File: config.mk
export PLATFORM = sky130hd
export DESIGN_NAME = sorted_priority_scheduler_queue
export DESIGN_NICKNAME = d
export VERILOG_FILES = /design/src/rtl/spq_pkg.sv /design/src/rtl/spq_cell.sv /design/src/rtl/sorted_priority_scheduler_queue.sv
export SDC_FILE = /design/constraint.sdc
export NUM_CORES = 2
export LEC_CHECK = 0
export ABC_AREA = 1
export ABC_CLOCK_PERIOD_IN_PS = 12600
export BUFFER_PORTS_ARGS = -buffer_cell sky130_fd_sc_hd__buf_2
export CAP_MARGIN = 20
export CORE_ASPECT_RATIO = 0.6
export CORE_UTILIZATION = 50
export DETAILED_ROUTE_END_ITERATION = 8
export GPL_ROUTABILITY_DRIVEN = 0
export PLACE_DENSITY_LB_ADDON = 0.25
export SLEW_MARGIN = 20
export SYNTH_ARGS = -nofsm -noshare
export SYNTH_HDL_FRONTEND = slang
export SYNTH_HIERARCHICAL = 1
export SYNTH_SLANG_ARGS = --single-unit
File: constraint.sdc
create_clock -name clk -period 12.6 [get_ports clk]
set_clock_uncertainty 0.15 [all_clocks]
set_input_delay 0.63 -clock clk [delete_from_list [all_inputs] [get_ports clk]]
set_output_delay 0.63 -clock clk [all_outputs]
set_load 0.05 [all_outputs]
File: src/rtl/spq_pkg.sv
// shared types and codes of the sorted priority scheduler queue
package spq_pkg;

	// operation codes carried in s_tuser
	localparam logic [1:0] OP_INSERT = 2'd0;
	localparam logic [1:0] OP_REMOVE = 2'd1;
	localparam logic [1:0] OP_LIST   = 2'd2;

	// status codes carried in m_tuser
	localparam logic [1:0] ST_OK        = 2'd0;
	localparam logic [1:0] ST_FULL      = 2'd1;
	localparam logic [1:0] ST_NOT_FOUND = 2'd2;
	localparam logic [1:0] ST_EMPTY     = 2'd3;

	// one process entry
	typedef struct packed {
		logic [7:0]  priority_val;
		logic [15:0] burst_time;
		logic [7:0]  process_id;
	} entry_t;

	// command broadcast to every cell of the chain
	typedef struct packed {
		logic   ins;
		logic   rem;
		logic   rot;
		entry_t ent;
	} cell_cmd_t;

endpackage

File: src/rtl/spq_cell.sv
// one slot of the sorted chain: holds an entry and trades it with its neighbors
module spq_cell #(
	parameter int INDEX = 0,
	parameter int CW    = 5
) (
	input  logic               clk,
	input  spq_pkg::cell_cmd_t cmd,
	input  logic [CW-1:0]      count,
	input  spq_pkg::entry_t    left_entry,
	input  logic               left_ge,
	input  spq_pkg::entry_t    right_entry,
	input  spq_pkg::entry_t    head_entry,
	input  logic               found_in,
	output spq_pkg::entry_t    entry,
	output logic               ge,
	output logic               found_out
);

	spq_pkg::entry_t entry_q;
	spq_pkg::entry_t entry_d;
	logic            slot_valid;
	logic            slot_last;
	logic            match;

	// occupancy follows from the fill count
	assign slot_valid = CW'(INDEX) < count;
	assign slot_last  = count == CW'(INDEX + 1);
	assign ge         = slot_valid && (entry_q.priority_val >= cmd.ent.priority_val);
	assign match      = slot_valid && (entry_q.process_id == cmd.ent.process_id);
	assign found_out  = found_in | match;
	assign entry      = entry_q;

	// next entry: keep, take the new word, or shift from a neighbor
	always_comb begin
		entry_d = entry_q;
		if (cmd.ins) begin
			if (!ge) begin
				entry_d = left_ge ? cmd.ent : left_entry;
			end
		end else if (cmd.rem) begin
			if (found_out) begin
				entry_d = right_entry;
			end
		end else if (cmd.rot) begin
			if (slot_valid) begin
				entry_d = slot_last ? head_entry : right_entry;
			end
		end
	end

	always_ff @(posedge clk) begin
		entry_q <= entry_d;
	end

endmodule

File: src/rtl/sorted_priority_scheduler_queue.sv
// top level: cell chain of sorted process entries with its stream control
//
//  channel  dir  fields (lowest bit first)                       accepted when
//  s_*      in   tuser: operation; tdata: id, burst, priority    s_tvalid & s_tready
//  m_*      out  tuser: status; tdata: id, burst, priority;      m_tvalid & m_tready
//                tlast: last_item
//
// an insert or remove updates the chain on the edge that accepts it: every cell decides
// its own move in parallel, and the remove search ripples a found flag down the chain.
// a list, once accepted, sends one word per entry out of cell 0, rotating the chain once
// per word; after count rotations the order is back as before.
// reset clears the fill count and control; slot contents are left as they are.
// input is held off while a list runs or while the output word is stalled.
module sorted_priority_scheduler_queue #(
	parameter int DEPTH = 16
) (
	input  logic        clk,
	input  logic        arst_n,
	input  logic        s_tvalid,
	output logic        s_tready,
	input  logic [31:0] s_tdata,  // process_id[7:0], burst_time[23:8], priority_req[31:24]
	input  logic [1:0]  s_tuser,  // operation[1:0]
	output logic        m_tvalid,
	input  logic        m_tready,
	output logic [31:0] m_tdata,  // entry_process_id[7:0], entry_burst_time[23:8],
	                              // entry_priority[31:24]
	output logic [1:0]  m_tuser,  // status[1:0]
	output logic        m_tlast
);

	localparam int CW = $clog2(DEPTH + 1);

	typedef enum logic [1:0] {
		S_IDLE = 2'b01,
		S_LIST = 2'b10
	} state_t;

	state_t             state_q;
	logic [CW-1:0]      count_q;
	logic [CW-1:0]      rem_q;
	logic               m_valid_q;
	logic [1:0]         m_status_q;
	spq_pkg::entry_t    m_entry_q;
	logic               m_last_q;

	spq_pkg::cell_cmd_t cmd;
	spq_pkg::entry_t    ent   [DEPTH];
	logic               ge    [DEPTH];
	logic               found [DEPTH];

	logic               out_free;
	logic               acc;
	logic               full;
	logic               hit;
	logic               list_step;
	logic [1:0]         op;

	// handshake and decode
	assign out_free  = !m_valid_q || m_tready;
	assign s_tready  = (state_q == S_IDLE) && out_free;
	assign acc       = s_tvalid && s_tready;
	assign op        = s_tuser;
	assign full      = count_q == CW'(DEPTH);
	assign hit       = found[DEPTH-1];
	assign list_step = (state_q == S_LIST) && out_free;

	// command to the chain
	always_comb begin
		cmd.ent.process_id   = s_tdata[7:0];
		cmd.ent.burst_time   = s_tdata[23:8];
		cmd.ent.priority_val = s_tdata[31:24];
		cmd.ins              = acc && (op == spq_pkg::OP_INSERT) && !full;
		cmd.rem              = acc && (op == spq_pkg::OP_REMOVE);
		cmd.rot              = list_step;
	end

	// chain of cells
	for (genvar i = 0; i < DEPTH; i++) begin : g_cell
		spq_pkg::entry_t l_ent;
		spq_pkg::entry_t r_ent;
		logic            l_ge;
		logic            f_in;
		if (i == 0) begin : g_first
			assign l_ent = ent[i];
			assign l_ge  = 1'b1;
			assign f_in  = 1'b0;
		end else begin : g_mid
			assign l_ent = ent[i-1];
			assign l_ge  = ge[i-1];
			assign f_in  = found[i-1];
		end
		if (i == DEPTH - 1) begin : g_end
			assign r_ent = ent[i];
		end else begin : g_next
			assign r_ent = ent[i+1];
		end
		spq_cell #(
			.INDEX (i),
			.CW    (CW)
		) u_cell (
			.clk         (clk),
			.cmd         (cmd),
			.count       (count_q),
			.left_entry  (l_ent),
			.left_ge     (l_ge),
			.right_entry (r_ent),
			.head_entry  (ent[0]),
			.found_in    (f_in),
			.entry       (ent[i]),
			.ge          (ge[i]),
			.found_out   (found[i])
		);
	end

	// control: state, fill count, list counter, output valid
	always_ff @(posedge clk or negedge arst_n) begin
		if (!arst_n) begin
			state_q   <= S_IDLE;
			count_q   <= '0;
			rem_q     <= '0;
			m_valid_q <= 1'b0;
		end else begin
			if (acc) begin
				case (op)
					spq_pkg::OP_INSERT: begin
						m_valid_q <= 1'b1;
						if (!full) begin
							count_q <= count_q + CW'(1);
						end
					end
					spq_pkg::OP_REMOVE: begin
						m_valid_q <= 1'b1;
						if (hit) begin
							count_q <= count_q - CW'(1);
						end
					end
					spq_pkg::OP_LIST: begin
						if (count_q == '0) begin
							m_valid_q <= 1'b1;
						end else begin
							m_valid_q <= 1'b0;
							state_q   <= S_LIST;
							rem_q     <= count_q;
						end
					end
					default: begin
						m_valid_q <= 1'b0;
					end
				endcase
			end else if (list_step) begin
				m_valid_q <= 1'b1;
				rem_q     <= rem_q - CW'(1);
				if (rem_q == CW'(1)) begin
					state_q <= S_IDLE;
				end
			end else if (m_tready) begin
				m_valid_q <= 1'b0;
			end
		end
	end

	// output word payload
	always_ff @(posedge clk) begin
		if (acc) begin
			m_entry_q.process_id   <= s_tdata[7:0];
			m_entry_q.burst_time   <= '0;
			m_entry_q.priority_val <= '0;
			m_last_q               <= 1'b1;
			case (op)
				spq_pkg::OP_INSERT: m_status_q <= full ? spq_pkg::ST_FULL : spq_pkg::ST_OK;
				spq_pkg::OP_REMOVE: m_status_q <= hit ? spq_pkg::ST_OK : spq_pkg::ST_NOT_FOUND;
				default:            m_status_q <= spq_pkg::ST_EMPTY;
			endcase
		end else if (list_step) begin
			m_entry_q  <= ent[0];
			m_status_q <= spq_pkg::ST_OK;
			m_last_q   <= rem_q == CW'(1);
		end
	end

	assign m_tvalid = m_valid_q;
	assign m_tuser  = m_status_q;
	assign m_tdata  = {m_entry_q.priority_val, m_entry_q.burst_time, m_entry_q.process_id};
	assign m_tlast  = m_last_q;

	// fill count never passes the table size
	a_count_bound: assert property (@(posedge clk) disable iff (!arst_n)
		count_q <= CW'(DEPTH))
		else $error("fill count beyond table size");

	// no input taken while a list is streaming
	a_list_blocks: assert property (@(posedge clk) disable iff (!arst_n)
		(state_q == S_LIST) |-> !s_tready)
		else $error("input accepted during list");

	// last list word returns control to idle
	a_list_end: assert property (@(posedge clk) disable iff (!arst_n)
		(list_step && rem_q == CW'(1)) |=> (state_q == S_IDLE) && m_tlast)
		else $error("list did not end on its last word");

	// a stalled output word leaves the table untouched
	a_stall_hold: assert property (@(posedge clk) disable iff (!arst_n)
		(m_valid_q && !m_tready && state_q == S_IDLE) |=> $stable(count_q))
		else $error("table changed while output stalled");

endmodule
# Word-level counts from Yosys, hierarchy flattened
# Cells that the tools add are included.
# Widths: inputs -> output; s select.
# totals
reg_bits	560
latchBits	0
ramBits	0
mem_bits_ro	0
inputBits	38
out_inout_bits	37
word_cells	417
memories	0
# classes
addsub	3
multipliers	0
div	0
n_lt_le_gt_ge	32
n_eq_ne	74
n_shift	0
muxes	150
bitwise_logic	15
reduce_logical	86
# ops
op	count
$mux 32	126
$eq 8x8->1	16
$ge 8x8->1	16
$reduce_and 4->1	16
$reduce_bool 3->1	17
$ne 3x1->1 const B	15
$eq 5x4->1 const B	8
$lt 4x5->1 const A	8
$logic_and 1x1->1	38
$ne 2x2->1 const B	19
$mux 5	6
$eq 5x3->1 const B	4
$lt 3x5->1 const A	4
$mux 2	8
$mux 8	2
$or 1x1->1	15
$reduce_bool 2->1	6
$eq 5x1->1 const B	2
$eq 5x2->1 const B	2
$lt 1x5->1 const A	2
$lt 2x5->1 const A	2
$pmux 5 s2	1
$reduce_and 5->1	2
$sub 5x1->5 const B	2
other kinds (15)	23

# Longest topological paths before layout
# depth
ltp_word	20
depth_mapped	43

# Hierarchy
# Netlist, hierarchy kept.
# by_module_without_submodules
mod	n_inst	cells_per_inst	area_per_inst_um2	seq_area_each_um2
spq_cell at g_cell[15].u_cell ...	2	329	2444.8	960.9
spq_cell at g_cell[9].u_cell	1	350	2691.3	960.9
spq_cell at g_cell[12].u_cell	1	319	2541.2	960.9
spq_cell at g_cell[5].u_cell	1	315	2486.1	960.9
spq_cell at g_cell[13].u_cell	1	344	2482.4	960.9
spq_cell at g_cell[11].u_cell	1	335	2452.4	960.9
spq_cell at g_cell[3].u_cell	1	334	2451.1	960.9
spq_cell at g_cell[0].u_cell	1	324	2439.8	960.9
spq_cell at g_cell[10].u_cell	1	329	2394.8	960.9
spq_cell at g_cell[8].u_cell	1	328	2391.0	960.9
spq_cell at g_cell[14].u_cell	1	297	2373.5	960.9
spq_cell at g_cell[4].u_cell	1	291	2358.5	960.9
spq_cell at g_cell[2].u_cell	1	299	2329.7	960.9
spq_cell at g_cell[6].u_cell	1	296	2314.7	960.9
2 more rows	--	--	--	--

# Worst setup path after synthesis
# Ideal clock, no wire load.
# synth_path
kind	register to register
startpoint	register count_q[2]
endpoint	register g_cell[5].u_cell.entry_q (netlist bit g_cell[5].u_cell/entry[0]), data pin
setup_time_ps	257
t_arrival_ps	8677
required_ps	12193
path_slack_ps	3516
stages_incl_launch_ff	9
n_path_buf	1
synth_period_minus_slack_ps	9084
path_cell_list	dfrtp_1 -> inv_1 -> nand3_1 -> nor2_1 -> nor4_1 -> clkinv_1 -> buf_2 -> a21oi_1 -> a21oi_1
# synth_rtl
item	line	text
start: declaration	sorted_priority_scheduler_queue.sv:39	logic [CW-1:0] count_q;
start signal: assignment	sorted_priority_scheduler_queue.sv:128	count_q <= count_q + CW'(1);
start signal: assignment	sorted_priority_scheduler_queue.sv:134	count_q <= count_q - CW'(1);
end signal: assignment	spq_cell.sv:52	entry_q <= entry_d;
end: declaration	spq_cell.sv:19	spq_pkg::entry_t entry_q;

==> summary.txt <==
Status
  • Status: finished, final reports clean

Timing
  • Min Tclk post-route: 4.73 ns
  • Setup TNS: 0 ns
  • Least-Margin Pin Slew: between 1 and 1.5 ns
  • Final Cycle Share: 0.375
  • Final Slew Violations: 0
  • Final Hold Viols: 0
  • Final setup viols: 0
  • Fmax: 212 MHz
  • Slew margin rel.: 0.216
  • RSZ-0062 raised after global routing: false

Clock tree
  • CTS tree: done
  • CTS Buf Count: 57
  • CTS root buf: clkbuf_16
  • CTS H-tree depth: 2
  • CTS Buffer Depth: 3
  • CTS clk-pin slew, worst paths: 0.07 ns
  • CTS Sinks: 560
  • # Post-CTS Setup Buffers: 0
  • Clk Latency, worst-skew pair: 0.67 ns

Routing
  • Vias per cell: 6.14
  • WL/cell: 21.2 microns
  • Routed Antenna Nets: 0
  • First-iteration detailed-routing DRC count: 5,296
  • Via Count: ~39,000
  • DRC errors left: 0
  • TritonRoute pass-1 iters: 7
  • Post-Route WL: between 100,000 and 150,000 microns

Critical path
  • Crit path required time: 12.86 ns
  • Arr. time, crit path: 4.99 ns
  • Crit-path max FO: 184
  • CP Class: flip-flop to flip-flop
  • Critical Path End Type: flip-flop
  • Type of element launching the critical path: flip-flop

GRT
  • All-Layer GR Usage: 0.318
  • GRT Residual Overflow: 0
  • Largest net degree at the start of global routing: about 190
  • Initial antenna violation count: 11
  • Vias in the first global route: roughly 35,000
  • First-pass GRT wire length: 209,000 microns

Synth
  • Synth Warn #: 6
  • Synth Cell Area: 41,100 sq um
  • Mapped Avg Cell Area: 7.61 sq um
  • Post-synthesis cell count: 5,400

Cells and area
  • # nets final: 5,451
  • Diodes inserted: 0
  • Fin util: 0.534
  • Area growth from synthesis to layout: 5.86%
  • Layout cells sized above 1: 0.0867

Floorplan
  • Starting Density: 0.505
  • Std-Cell Rows: 81
  • Die W: ~370 microns
  • DIE HEIGHT: between 200 and 250 microns
  • Core area: 81,500 sq um
  • Die area: 83,400 sq um
  • Boundary pin count: 75

Flow run
  • MaxCap Viol Count: 0

Place
  • Port bufs: between 70 and 80
  • Dpl hpwl: 93,600 microns

Pwr
  • Leak: around 20 nW
  • Pwr dens: 91.5 nW/um^2
  • Max IR drop VDD: 106 uV

Min path
  • Hold WC Path Type: input port to flip-flop
==> final timing paths <==
check                                        from                                  end  slack, ns  depth (start not counted)
hold / removal                           m_tready                 m_tvalid$_DFFE_PN0P_       0.16                          4
setup reg to reg           state_q[0]$_DFFE_PN1P_  g_cell[8].u_cell/entry[1]$_DFFE_PP_       7.87                         11
min in group asynchronous                  arst_n               count_q[3]$_DFFE_PN0P_       0.27                          2
setup / recovery           state_q[0]$_DFFE_PN1P_  g_cell[8].u_cell/entry[1]$_DFFE_PP_       7.87                         11
hold reg to reg            state_q[0]$_DFFE_PN1P_               state_q[0]$_DFFE_PN1P_       0.32                          2
max in group asynchronous                  arst_n               state_q[0]$_DFFE_PN1P_      11.74                          2
==> worst max-delay path, stage by stage (launching register included) <==
cell     delay [ns]
dfstp_2        0.53
inv_1          0.05
nor2_2         0.11
nand3_2        0.07
buf_4          0.32
nor4_2         0.39
buf_12         0.61
buf_4          0.76
buf_4          0.82
o21ai_0        0.20
a21oi_1        0.18
nor2_1         0.06
==> layer usage <==
metal  part of all wire  up-vias  GRT usage
met4              0.017       20     0.0676
met3               0.14      215     0.0851
met2               0.38     2294      0.416
met1               0.46    18600      0.506
li1                   -    18300          -
met5            0.00091        -          0
==> cell usage in the layout, fill, tap and decap left out, types with 4 or more instances in the layout <==
cell	count
nand3b_1	36
edfxtp_1	522
o21ai_0	392
nor2_4	7
a21oi_2	102
nor2_2	14
xor2_1	12
nand3_2	4
buf_2	74
clkbuf_1	11
inv_1	736
nor3_4	4
nand4_1	37
clkbuf_16	61
dfxtp_1	25
xnor2_1	52
o211ai_1	70
nor3_1	16
clkbuf_8	7
nand2_2	7
a21oi_1	860
dfrtp_1	11
conb_1	5
or2_2	5
nand2_1	907
nand4_4	8
nor2_1	382
ha_1	132
o21ai_1	358
inv_2	18
clkinv_1	15
o21ai_2	40
o22ai_1	86
clkinv_2	14
a32oi_1	26
a31oi_1	86
nand3_1	84
buf_4	75
==> what timing repair did <==
| item | CTS | global route |
|---|---|---|
| hold endpoints to repair | 13 | 0 |
| gates resized for setup | 0 | 0 |
| hold buffers | 1 | 0 |
==> layout make-up <==
type / instances / area [sq um]
sequential: 560 / 16500
clock inverter: 28 / 203
timing repair buffer: 153 / 1000
tap: 1079 / 1350
inverter: 761 / 2870
fill: 7753 / 38000
clock buffer: 79 / 1660
multi-input combinational: 3748 / 19900
==> through the flow <==
step	worst slack, ns	std cells	power [W]	area, sq um	hold slack, ns
floorplan	3.52	5403	0.00215	41100	0.184
global placement	7.87	6298	0.00223	41600	0.306
detailed placement	7.89	6298	0.00223	41600	0.305
CTS	8.03	6406	0.00399	43500	0.137
global route	7.55	6408	0.00408	43500	0.189
finish	7.87	6408	0.00398	43500	0.160
==> power breakdown <==
part           switching, W  internal [W]
logic              0.000148     0.0000553
clock network      0.000816      0.000963
registers                 0       0.00200
==> state kept, by name, indices dropped and copies added (netlist names) <==
register and cells:
rem_q 5, state_q 2, m_tuser 2, g_cell.u_cell/entry 512, m_tdata 32, count_q 5
m_tlast 1, m_tvalid 1
(Power assumes the default switching activity.)
